==> src/rtl/external_interrupt_edge_controller_core_assert.svh <==
// Assertion macros for the external interrupt edge controller.
// Used by external_interrupt_edge_controller_core; needs no other file.
`ifndef EXTERNAL_INTERRUPT_EDGE_CONTROLLER_CORE_ASSERT_SVH
`define EXTERNAL_INTERRUPT_EDGE_CONTROLLER_CORE_ASSERT_SVH

// Same-cycle implication, checked out of reset.
`define EIEC_ASSERT_NOW(lbl, clk, rst_n, ante, cons) \
  lbl: assert property (@(posedge clk) disable iff (!rst_n) (ante) |-> (cons)) \
    else $error("eiec assertion failed");

// Next-cycle implication, checked out of reset.
`define EIEC_ASSERT_NEXT(lbl, clk, rst_n, ante, cons) \
  lbl: assert property (@(posedge clk) disable iff (!rst_n) (ante) |=> (cons)) \
    else $error("eiec assertion failed");

`endif

==> src/rtl/eiec_pkg.sv <==
// Shared types and constants for the external interrupt edge controller.
// No dependencies; imported by external_interrupt_edge_controller_core.
package eiec_pkg;

  // Number of implemented interrupt lines (4..16) and pin ports (1..4).
  localparam int LINE_COUNT = 16;
  localparam int PORT_COUNT = 4;

  // Fixed geometry of the register file and pin bus.
  localparam int REG_WIDTH  = 16;
  localparam int PORT_WIDTH = 16;
  localparam int SEL_WIDTH  = 4;
  localparam int SEL_WORDS  = 4;
  localparam int MAX_PORTS  = 4;

  // Lines that exist; bits above them are held at zero.
  localparam logic [REG_WIDTH-1:0] LINE_VALID = (LINE_COUNT >= REG_WIDTH) ?
      {REG_WIDTH{1'b1}} : REG_WIDTH'((32'd1 << LINE_COUNT) - 32'd1);

  // Line groups behind the three interrupt outputs.
  localparam logic [REG_WIDTH-1:0] GROUP0_LINES = 16'h0003;
  localparam logic [REG_WIDTH-1:0] GROUP1_LINES = 16'h000C;
  localparam logic [REG_WIDTH-1:0] GROUP2_LINES = 16'hFFF0;

  // Commands carried by an input word.
  typedef enum logic [1:0] {
    CMD_TICK  = 2'd0,
    CMD_READ  = 2'd1,
    CMD_WRITE = 2'd2
  } cmd_t;

  // Register addresses.
  localparam logic [2:0] ADDR_SEL0    = 3'd0;
  localparam logic [2:0] ADDR_SEL3    = 3'd3;
  localparam logic [2:0] ADDR_MASK    = 3'd4;
  localparam logic [2:0] ADDR_RISING  = 3'd5;
  localparam logic [2:0] ADDR_FALLING = 3'd6;
  localparam logic [2:0] ADDR_PENDING = 3'd7;

endpackage

==> src/rtl/external_interrupt_edge_controller_core.sv <==
// External interrupt edge controller, sixteen lines, registered single pass.
// Depends on eiec_pkg and external_interrupt_edge_controller_core_assert.svh.
//
// Usage: every input word is a pin sample tick, a register read or a register
// write. A word is accepted on a clock edge with in_valid high and in_stall low.
// It is held in an input register; when it moves on it is processed against
// the controller state and its result word lands in the output register,
// which raises out_valid. One word in, one word out. The result word is
// taken on a clock edge with out_valid high and out_stall low.
// Throughput is one word per cycle: the input register hands its word on to the
// output register whenever the output register is empty or being taken in the
// same cycle. When the receiver raises out_stall the result word holds, the
// input register fills, and in_stall rises until the output word is taken.
// A tick routes, per line, the pin of the selected port, sets pending on an
// enabled edge and keeps the levels for the next tick. Pending is set whatever
// the mask; out_irq_groups reports pending AND mask in three groups.
// Synchronous reset clears the state registers, previous levels and both valids.
`include "external_interrupt_edge_controller_core_assert.svh"

module external_interrupt_edge_controller_core
  import eiec_pkg::*;
(
  input  logic                    clk,
  input  logic                    rst_n,
  input  logic                    in_valid,
  output logic                    in_stall,
  input  logic [1:0]              in_command,
  input  logic [2:0]              in_reg_address,
  input  logic [REG_WIDTH-1:0]    in_write_data,
  input  logic [63:0]             in_pin_levels,
  output logic                    out_valid,
  input  logic                    out_stall,
  output logic [REG_WIDTH-1:0]    out_read_data,
  output logic [2:0]              out_irq_groups,
  output logic [REG_WIDTH-1:0]    out_pending_lines
);

  // Input register.
  logic                 s1_valid_r;
  logic [1:0]           s1_cmd_r;
  logic [2:0]           s1_addr_r;
  logic [REG_WIDTH-1:0] s1_wdata_r;
  logic [63:0]          s1_pins_r;

  // Controller state.
  logic [REG_WIDTH-1:0] port_sel_r [SEL_WORDS];
  logic [REG_WIDTH-1:0] port_sel_nxt [SEL_WORDS];
  logic [REG_WIDTH-1:0] mask_r, mask_nxt;
  logic [REG_WIDTH-1:0] rising_r, rising_nxt;
  logic [REG_WIDTH-1:0] falling_r, falling_nxt;
  logic [REG_WIDTH-1:0] pending_r, pending_nxt;
  logic [REG_WIDTH-1:0] prev_lvl_r, prev_lvl_nxt;

  // Output register.
  logic                 out_valid_r;
  logic [REG_WIDTH-1:0] out_rdata_r, out_rdata_nxt;
  logic [2:0]           out_irq_r, out_irq_nxt;
  logic [REG_WIDTH-1:0] out_pend_r;

  logic                 advance;
  logic                 in_take;
  logic [REG_WIDTH-1:0] levels;
  logic [REG_WIDTH-1:0] active;
  cmd_t                 s1_cmd;

  assign s1_cmd   = cmd_t'(s1_cmd_r);
  assign advance  = s1_valid_r && (!out_valid_r || !out_stall);
  assign in_stall = s1_valid_r && !advance;
  assign in_take  = in_valid && !in_stall;

  function automatic logic in_range_pin(input logic [63:0] pins, input int p, input int l);
    return pins[6'(p * PORT_WIDTH + l)];
  endfunction

  // Route the selected port pin onto each line.
  always_comb begin
    logic [SEL_WIDTH-1:0] sel;
    levels = '0;
    for (int l = 0; l < REG_WIDTH; l++) begin
      sel = port_sel_r[2'(l >> 2)][(l % 4) * SEL_WIDTH +: SEL_WIDTH];
      for (int p = 0; p < MAX_PORTS; p++) begin
        if (p < PORT_COUNT && sel == SEL_WIDTH'(p)) begin
          levels[l] = in_range_pin(s1_pins_r, p, l);
        end
      end
    end
    levels = levels & LINE_VALID;
  end

  // State update and result for the word in the input register.
  always_comb begin
    port_sel_nxt  = port_sel_r;
    mask_nxt      = mask_r;
    rising_nxt    = rising_r;
    falling_nxt   = falling_r;
    pending_nxt   = pending_r;
    prev_lvl_nxt  = prev_lvl_r;
    out_rdata_nxt = '0;
    case (s1_cmd)
      CMD_TICK: begin
        pending_nxt  = (pending_r | (levels & ~prev_lvl_r & rising_r)
                       | (~levels & prev_lvl_r & falling_r)) & LINE_VALID;
        prev_lvl_nxt = levels;
      end
      CMD_READ: begin
        case (s1_addr_r)
          ADDR_MASK:    out_rdata_nxt = mask_r;
          ADDR_RISING:  out_rdata_nxt = rising_r;
          ADDR_FALLING: out_rdata_nxt = falling_r;
          ADDR_PENDING: out_rdata_nxt = pending_r;
          default:      out_rdata_nxt = port_sel_r[s1_addr_r[1:0]];
        endcase
      end
      CMD_WRITE: begin
        case (s1_addr_r)
          ADDR_MASK:    mask_nxt    = s1_wdata_r & LINE_VALID;
          ADDR_RISING:  rising_nxt  = s1_wdata_r & LINE_VALID;
          ADDR_FALLING: falling_nxt = s1_wdata_r & LINE_VALID;
          ADDR_PENDING: pending_nxt = pending_r & ~s1_wdata_r;
          default:      port_sel_nxt[s1_addr_r[1:0]] = s1_wdata_r;
        endcase
      end
      default: begin
      end
    endcase
    active = pending_nxt & mask_nxt;
    out_irq_nxt = {|(active & GROUP2_LINES), |(active & GROUP1_LINES),
                   |(active & GROUP0_LINES)};
  end

  // Input register: load when empty or when its word moves on.
  always_ff @(posedge clk) begin
    if (!rst_n) begin
      s1_valid_r <= 1'b0;
    end else if (in_take) begin
      s1_valid_r <= 1'b1;
    end else if (advance) begin
      s1_valid_r <= 1'b0;
    end
    if (in_take) begin
      s1_cmd_r   <= in_command;
      s1_addr_r  <= in_reg_address;
      s1_wdata_r <= in_write_data;
      s1_pins_r  <= in_pin_levels;
    end
  end

  // Controller state commits when a word is processed.
  always_ff @(posedge clk) begin
    if (!rst_n) begin
      for (int i = 0; i < SEL_WORDS; i++) begin
        port_sel_r[i] <= '0;
      end
      mask_r     <= '0;
      rising_r   <= '0;
      falling_r  <= '0;
      pending_r  <= '0;
      prev_lvl_r <= '0;
    end else if (advance) begin
      port_sel_r <= port_sel_nxt;
      mask_r     <= mask_nxt;
      rising_r   <= rising_nxt;
      falling_r  <= falling_nxt;
      pending_r  <= pending_nxt;
      prev_lvl_r <= prev_lvl_nxt;
    end
  end

  // Output register: holds its word while the receiver stalls.
  always_ff @(posedge clk) begin
    if (!rst_n) begin
      out_valid_r <= 1'b0;
    end else if (advance) begin
      out_valid_r <= 1'b1;
    end else if (!out_stall) begin
      out_valid_r <= 1'b0;
    end
    if (advance) begin
      out_rdata_r <= out_rdata_nxt;
      out_irq_r   <= out_irq_nxt;
      out_pend_r  <= pending_nxt;
    end
  end

  assign out_valid         = out_valid_r;
  assign out_read_data     = out_rdata_r;
  assign out_irq_groups    = out_irq_r;
  assign out_pending_lines = out_pend_r;

  // Pending never holds a bit for a line that does not exist.
  `EIEC_ASSERT_NOW(a_pend_in_range, clk, rst_n, 1'b1, (pending_r & ~LINE_VALID) == '0)
  // Only ticks move the sampled levels.
  `EIEC_ASSERT_NEXT(a_prev_hold, clk, rst_n, advance && s1_cmd != CMD_TICK, $stable(prev_lvl_r))
  // A pending write only clears bits.
  `EIEC_ASSERT_NEXT(a_pend_w1c, clk, rst_n,
    advance && s1_cmd == CMD_WRITE && s1_addr_r == ADDR_PENDING,
    (pending_r & ~$past(pending_r)) == '0)
  // Words other than reads return zero data.
  `EIEC_ASSERT_NEXT(a_rdata_zero, clk, rst_n, advance && s1_cmd != CMD_READ, out_rdata_r == '0)
  // A held input word is never dropped.
  `EIEC_ASSERT_NEXT(a_s1_keep, clk, rst_n, s1_valid_r && !advance, s1_valid_r)

endmodule
==> config.mk <==
export PLATFORM = sky130hd
export DESIGN_NAME = external_interrupt_edge_controller_core
export DESIGN_NICKNAME = d
export VERILOG_FILES = /design/src/rtl/eiec_pkg.sv /design/src/rtl/external_interrupt_edge_controller_core.sv
export VERILOG_INCLUDE_DIRS = /design/src /design/src/rtl
export SDC_FILE = /design/constraint.sdc
export NUM_CORES = 1
export LEC_CHECK = 0
export ABC_CLOCK_PERIOD_IN_PS = 5350
export BUFFER_PORTS_ARGS = -buffer_cell sky130_fd_sc_hd__buf_2
export CAP_MARGIN = 20
export CORE_MARGIN = 5
export CORE_UTILIZATION = 55
export DETAILED_ROUTE_END_ITERATION = 8
export PLACE_DENSITY_LB_ADDON = 0.3
export SYNTH_ARGS = -nofsm -noshare
export SYNTH_HDL_FRONTEND = slang
export SYNTH_SLANG_ARGS = --single-unit
==> constraint.sdc <==
create_clock -name clk -period 5.35 [get_ports clk]
set_input_delay 0 -clock clk [delete_from_list [all_inputs] [get_ports clk]]
set_output_delay 0 -clock clk [all_outputs]
set_load 0.005 [all_outputs]
==> reports/metrics.yaml, run 1 <==
worst_setup_path:
  path_max_fanout: 17
  reg2reg_slack_ns: 2.16
  crit_path_start_kind: "register"
  cp_data_required_time_ns: 5.59
  r2r-end: "out_irq_groups[2]"
  cp_cell_sequence: "nand2_1 -> nor2_2 -> a21boi_0 -> a22oi_1 -> nand4_1 -> or3_1"
  r2r_cells: 6
  critPathCaptureType: "register"
  crit_slowest_cell: "edfxtp_1"
  r2r-start: "s1_addr_r[1]"
  arrival_ns: 3.43
  slowest_delay_ns: 0.95
  critPathKind: "reg -> reg"
synthesis:
  synthDistinctLibCells: 46
  synth-edff-count: 72
  netlist_area_sq_mm: 0.00914
  post-synth-top-count-cell: "nand2_1"
  netlist_instances: 812
  synth_common_cells: "nand2_1 (153), dfxtp_1 (138), mux2i_1 (82)"
  synth_nets: 901
  synth_warnings: 0
  synth_top_area_cell: "dfxtp_1"
  synth-seq-cells: 210
  synth_seq_area_share_pct: 53.9
  synthArstFlopShare_pct: 0
  avgSynthCellArea_sq_um: 11.3
  synth-main-ff-cell: "dfxtp_1"
  yosys-top-cells-area: "dfxtp_1 (30%), edfxtp_1 (24%), mux2i_1 (9.0%), mux4_2 (7.9%), a21boi_0 (6.6%)"
  synth_top_area_share_pct: 30.2
min_path:
  hold_path_depth: 2
  worstHoldStart: "in_pin_levels[1]"
  hold_class: "in -> reg"
  holdPathEnd: "s1_pins_r[1]"
sta:
  worst_pin_slew_ns: 1.05
  rsz0062_at_grt: "no"
  hold_ws_ns: 0.206
  clock_skew_ns: 0.00850
  drv_slew: 0
  min_period_over_period_pct: 59.6
  setup_viol: 0
  final-hold-violation-count: 0
  fin_ws_ns: 2.16
  tns_ns: 0
  max_freq_mhz: 314
  period_needed_ns: 3.19
  timing.slew.headroom_pct: 29.6
placement:
  place_hpwl_mm: 13.4
  placed_cell_area_sq_mm: 0.00960
  dp.cells: 1052
  post-place-ws_ns: 2.01
  io_buffers: 77
  gp_congestion: 0.864
clock_tree:
  clkSinkCount: 210
  post_cts_resize_count: 0
  cts_made_buffers: 22
  clock_latency_ns: 0.50
  cts_tree: "yes"
  clk_pin_slew_ns: 0.06
  ctsHtreeMaxLevel: 1
  root_buffer: "clkbuf_16"
  cts_buffer_depth: 3
global_routing:
  antenna_found_initial: 0
  grt_max_degree: 139
  grt_pass1_wl_mm: 34.1
  grt_util_all_layers_pct: 21.8
  grt_pass1_vias: 6574
  grt-ovfl-total: 0
die:
  die_y_um: 139
  dieArea_sq_mm: 0.0193
  core_sq_mm: 0.0165
  rows: 47
  initial_core_util_pct: 55.5
  die_w_um: 139
  ios: 126
pwr:
  peakVddDrop_uv: 240
  p_leak_nw: 4.18
  p_per_area_mw_per_mm2: 307
  power.total_mw: 3.30
final_layout:
  design_area_sq_mm: 0.0107
  syn_to_final_growth_pct: 17.5
  final_core_util_pct: 65.2
  fin_cells: 1135
  layout-drive-gt1-share_pct: 18.7
  finalNetCount: 989
  diodes: 0
routing:
  firstDrtPassIters: 7
  vias_per_cell: 5.67
  drc: 0
  vias: 6434
  wl_per_cell_um: 18.8
  drt_iter0_markers: 607
  wl_mm: 21.3
  final_antenna_net_count: 0
run:
  cap_violations: 0
outcome:
  status: "completed"
[worst max-delay path: cells and delay by family, from the launching register on]
kind,cells,cell delay (ns)
AOI/OAI and AO/OA,2,0.61
DFF,1,0.95
and+or+nand+nor,4,1.36
[flip-flops by register name (all words and copies together), names as in the netlist]
name / count
falling_r: 16
mask_r: 16
out_irq_groups: 3
out_pending_lines: 16
out_read_data: 16
out_valid: 1
pending_r: 16
port_sel_r: 64
prev_lvl_r: 8
rising_r: 16
s1_addr_r: 3
s1_cmd: 2
s1_pins_r: 16
s1_valid_r: 1
s1_wdata_r: 16
[cells by family (layout without fill, tap and decap cells)]
| logic type | Yosys count | in the layout | share of synthesized area [%] |
|---|---|---|---|
| and+or+nand+nor | 288 | 288 | 15.3 |
| DFF | 210 | 210 | 53.9 |
| buffers and inverters | 76 | 179 | 3.52 |
| muxes | 124 | 124 | 18.1 |
| AOI/OAI and AO/OA | 114 | 114 | 9.18 |
[where the power goes]
group | switching [mW] | internal (mW)
combinational | 0.0934 | 0.0879
sequential | 0.0371 | 1.69
clock | 0.593 | 0.798
total | 0.724 | 2.57
[layout by cell type, fill, tap and decap left out, drive strengths merged, types with 3 or more instances in the layout]
cell / n
nand3: 29
buf: 89
nor4: 9
nor2: 22
mux2i: 82
o22ai: 3
clkbuf: 29
mux4: 32
edfxtp: 72
nor2b: 50
o211a: 4
a21oi: 9
nand4b: 4
a22oi: 8
a21boi: 82
dlygate4sd3: 41
nand2: 154
mux2: 10
clkinv: 10
nand2b: 5
inv: 10
dfxtp: 138
[worst max-delay path by stage]
stage	start	to
finish	s1_addr_r[1]	out_irq_groups[2]
global route	s1_addr_r[1]	out_irq_groups[2]
CTS	s1_addr_r[0]	rising_r[11]
detailed placement	s1_addr_r[0]	rising_r[9]
global placement	s1_addr_r[0]	out_irq_groups[2]
floorplan	out_valid	s1_addr_r[0]
[per-layer routing]
metal	part of all wire [%]	GRT usage [%]
met1	44	29.7
met2	47	35.1
met3	7.9	5.24
met4	1.7	6.23
met5	0	0
[final cells by class]
cell class | instances | area (sq um)
clock buffer | 29 | 608
multi-input combinational | 526 | 3910
tap | 220 | 275
inverter | 10 | 37.5
clock inverter | 10 | 50.0
fill | 1279 | 5730
timing repair buffer | 130 | 937
sequential | 210 | 4920
[what timing repair did]
item	CTS	global route
hold buffers	40	1
setup buffers	0	0
hold endpoints to repair	39	7
Note: power is estimated with default switching activity, not from simulation.
==> run 2, diff against run 1 <==
ABC_AREA = 1   (was unset)
ABC_CLOCK_PERIOD_IN_PS = 3290   (was 5350)
clock period = 3.29 ns   (was 5.35 ns; I/O delays follow)
==> run 2 against run 1 <==
Effect of this change: non-clock buffer count rose by 6; synthesized area fell by 2.7%; clock skew rose by 0.0032 ns; critical path depth rose by 2; clock-buffer cell count fell by 3; via count rose by 18%; hold slack got worse by 0.088 ns; utilization rose by 1.1 points; power rose by 74%; final area fell by 1.9%; sequential share of layout area rose by 0.89 points; largest cell class unchanged; largest power group unchanged; highest routed layer unchanged.
==> reports/metrics.yaml, run 2 <==
outcome:
  status: "completed"
clock_tree:
  ctsHtreeMaxLevel: 1  # unchanged
  clock_latency_ns: 0.51  # about the same
  post_cts_resize_count: 0  # unchanged
  cts_tree: "yes"
  clkSinkCount: 210  # unchanged
  cts_hold_buf: 40  # unchanged
  clk_pin_slew_ns: 0.06  # about the same
  cts_made_buffers: 22  # unchanged
  root_buffer: "clkbuf_16"
  cts_buffer_depth: 3  # unchanged
  postCtsSetupBuffers: 0  # unchanged
final_layout:
  final_cell_mix: "nand2_1 (158), nor2_1 (150), o21ai_0 (147)"
  diodes: 0  # unchanged
  finalNetCount: 1253  # +27%
  layout-drive-gt1-share_pct: 13.0  # -5.7 points
  fin_cells: 1396  # +23%
  syn_to_final_growth_pct: 18.4
  design_area_sq_mm: 0.0105  # -1.9%
  top_register: "port_sel_r"
  largest_reg_flops: 64  # unchanged
  final_common_cell: "nand2_1"
synthesis:
  synthDistinctLibCells: 32  # -30%
  synth_seq_area_share_pct: 55.4  # +1.5 points
  avgSynthCellArea_sq_um: 8.38  # -26%
  netlist_area_sq_mm: 0.00889  # -2.7%
  synth-main-ff-cell: "dfxtp_1"
  synth_top_area_cell: "dfxtp_1"
  synth-edff-count: 72  # unchanged
  post-synth-top-count-cell: "nand2_1"
  synth_common_cells: "nand2_1 (158), nor2_1 (150), o21ai_0 (147)"
  synth_nets: 1150  # +28%
  synth_warnings: 0  # unchanged
  synth_top_area_share_pct: 31.1  # +0.83 points
  yosys-top-cells-area: "dfxtp_1 (31%), edfxtp_1 (24%), o21ai_0 (8.3%), nand2_1 (6.7%), nor2_1 (6.3%)"
  synthArstFlopShare_pct: 0  # unchanged
  netlist_instances: 1061  # +31%
  synth-seq-cells: 210  # unchanged
global_routing:
  grt-ovfl-total: 0  # unchanged
  grt_pass1_vias: 7049  # +7.2%
  grt_max_degree: 120  # -14%
  antenna_found_initial: 0  # unchanged
  grt_util_all_layers_pct: 24.1  # +2.3 points
  grt_pass1_wl_mm: 36.1  # +5.9%
sta:
  max_freq_mhz: 380  # +21%
  final-hold-violation-count: 0  # unchanged
  setup_viol: 0  # unchanged
  clock_skew_ns: 0.0117  # +0.00322 ns
  rsz0062_at_grt: "no"
  worst_pin_slew_ns: 1.04  # -0.00387 ns
  min_period_over_period_pct: 79.9  # +20 points
  tns_ns: 0  # unchanged
  fin_ws_ns: 0.660  # -1.50 ns
  drv_slew: 0  # unchanged
  period_needed_ns: 2.63  # -0.559 ns
  timing.slew.headroom_pct: 30.5  # +0.90 points
placement:
  post-place-ws_ns: 0.702  # -1.31 ns
  placed_cell_area_sq_mm: 0.00940  # -2.1%
  io_buffers: 77  # unchanged
  dp.cells: 1316  # +25%
  place_hpwl_mm: 14.4  # +7.7%
  gp_congestion: 0.869  # +0.50%
worst_setup_path:
  r2r-start: "s1_cmd[0]"
  r2r-end: "port_sel_r[3]"
  r2r_cells: 8  # +2
  cp_data_required_time_ns: 3.67  # -1.92 ns
  cp-startpoint: "s1_cmd[0]"
  cp_cell_sequence: "inv_1 -> nand2_1 -> nor2_2 -> nand2_2 -> nor2_2 -> inv_1 -> nor2_1 -> nor2_1"
  slowest_delay_ns: 0.71  # -0.24 ns
  arrival_ns: 3.01  # -0.42 ns
  reg2reg_slack_ns: 0.66  # -1.50 ns
  crit_path_start_kind: "register"
  cp_top_family: "simple AND/OR/NAND/NOR gates"
  critPathKind: "reg -> reg"
  cp_num_buf_inv: 2  # +2
  cp_num_cells: 8  # +2
  crit_path_end: "port_sel_r[3]"
  path_max_fanout: 25  # +8
  critPathCaptureType: "register"
  crit_slowest_cell: "nor2_2"
die:
  ios: 126  # unchanged
  core_sq_mm: 0.0159  # -3.5%
  die_w_um: 137  # -1.2%
  rows: 46  # -2.1%
  initial_core_util_pct: 56.0  # +0.50 points
  dieArea_sq_mm: 0.0188  # -2.5%
  die_y_um: 137  # -1.2%
pwr:
  power.total_mw: 5.72  # +74%
  p_leak_nw: 4.37  # +4.5%
  p_per_area_mw_per_mm2: 543  # +77%
  peakVddDrop_uv: 413  # +72%
min_path:
  hold_class: "in -> reg"
routing:
  drc: 0  # unchanged
  wl_per_cell_um: 16.0  # -15%
  vias_per_cell: 5.42  # -4.4%
  firstDrtPassIters: 6  # -1
  vias: 7564  # +18%
  drt_iter0_markers: 897  # +48%
  final_antenna_net_count: 0  # unchanged
  wl_mm: 22.4  # +4.9%
run:
  cap_violations: 0  # unchanged
[run 2: per-stage QoR]
stage / util, % / hold WS, ns
floorplan: - / 0.0989
global placement: 59.2 / 0.176
detailed placement: 59.2 / 0.178
CTS: 66.3 / 0.0956
global route: 66.3 / 0.146
finish: 66.3 / 0.118
[run 2: worst min-delay path by stage]
stage | slack, ns | endpoint | depth (start not counted) | start
2_1_floorplan | 0.1 | s1_addr_r[0] | 0 | in_reg_address[0]
3_3_place_gp | 0.18 | s1_pins_r[16] | 1 | in_pin_levels[16]
3_5_place_dp | 0.18 | s1_pins_r[1] | 1 | in_pin_levels[1]
4_1_cts | 0.1 | pending_r[10] | 3 | rst_n
5_1_grt | 0.15 | pending_r[12] | 3 | rst_n
6_report | 0.12 | pending_r[15] | 3 | rst_n
[run 2: logic make-up (layout without fill, tap and decap cells)]
kind of cell,after synthesis,count (layout),synth area share (%)
compound gates,309,309,18.9
buf+inv,172,291,8.13
flops,210,210,55.4
simple gates,370,370,17.6
[run 2: layout make-up]
class | count | area (sq um)
inverters | 115 | 432
clock inverters | 14 | 146
multi-input cells | 679 | 3240
repair buffers | 136 | 928
flip-flops and latches | 210 | 4920
clock buffers | 26 | 587
fillers | 1321 | 5350
well taps | 216 | 270
[run 2: power by group]
part           internal, mW  switching [mW]
Clock                  1.51           0.992
Combinational         0.139           0.253
Sequential             2.77          0.0556
Total                  4.42            1.30
[run 2: worst min-delay path: stages]
cell and delay [ns]:
buf_2 0.11, clkinv_1 0.38, nor2_1 0.09
[run 2: per-layer routing]
| metal | wire length [um] | track usage [%] |
|---|---|---|
| met2 | 10000 | 36.9 |
| met4 | 467 | 7.32 |
| met5 | 0 | 0 |
| met1 | 9990 | 35.6 |
| met3 | 1910 | 3.46 |
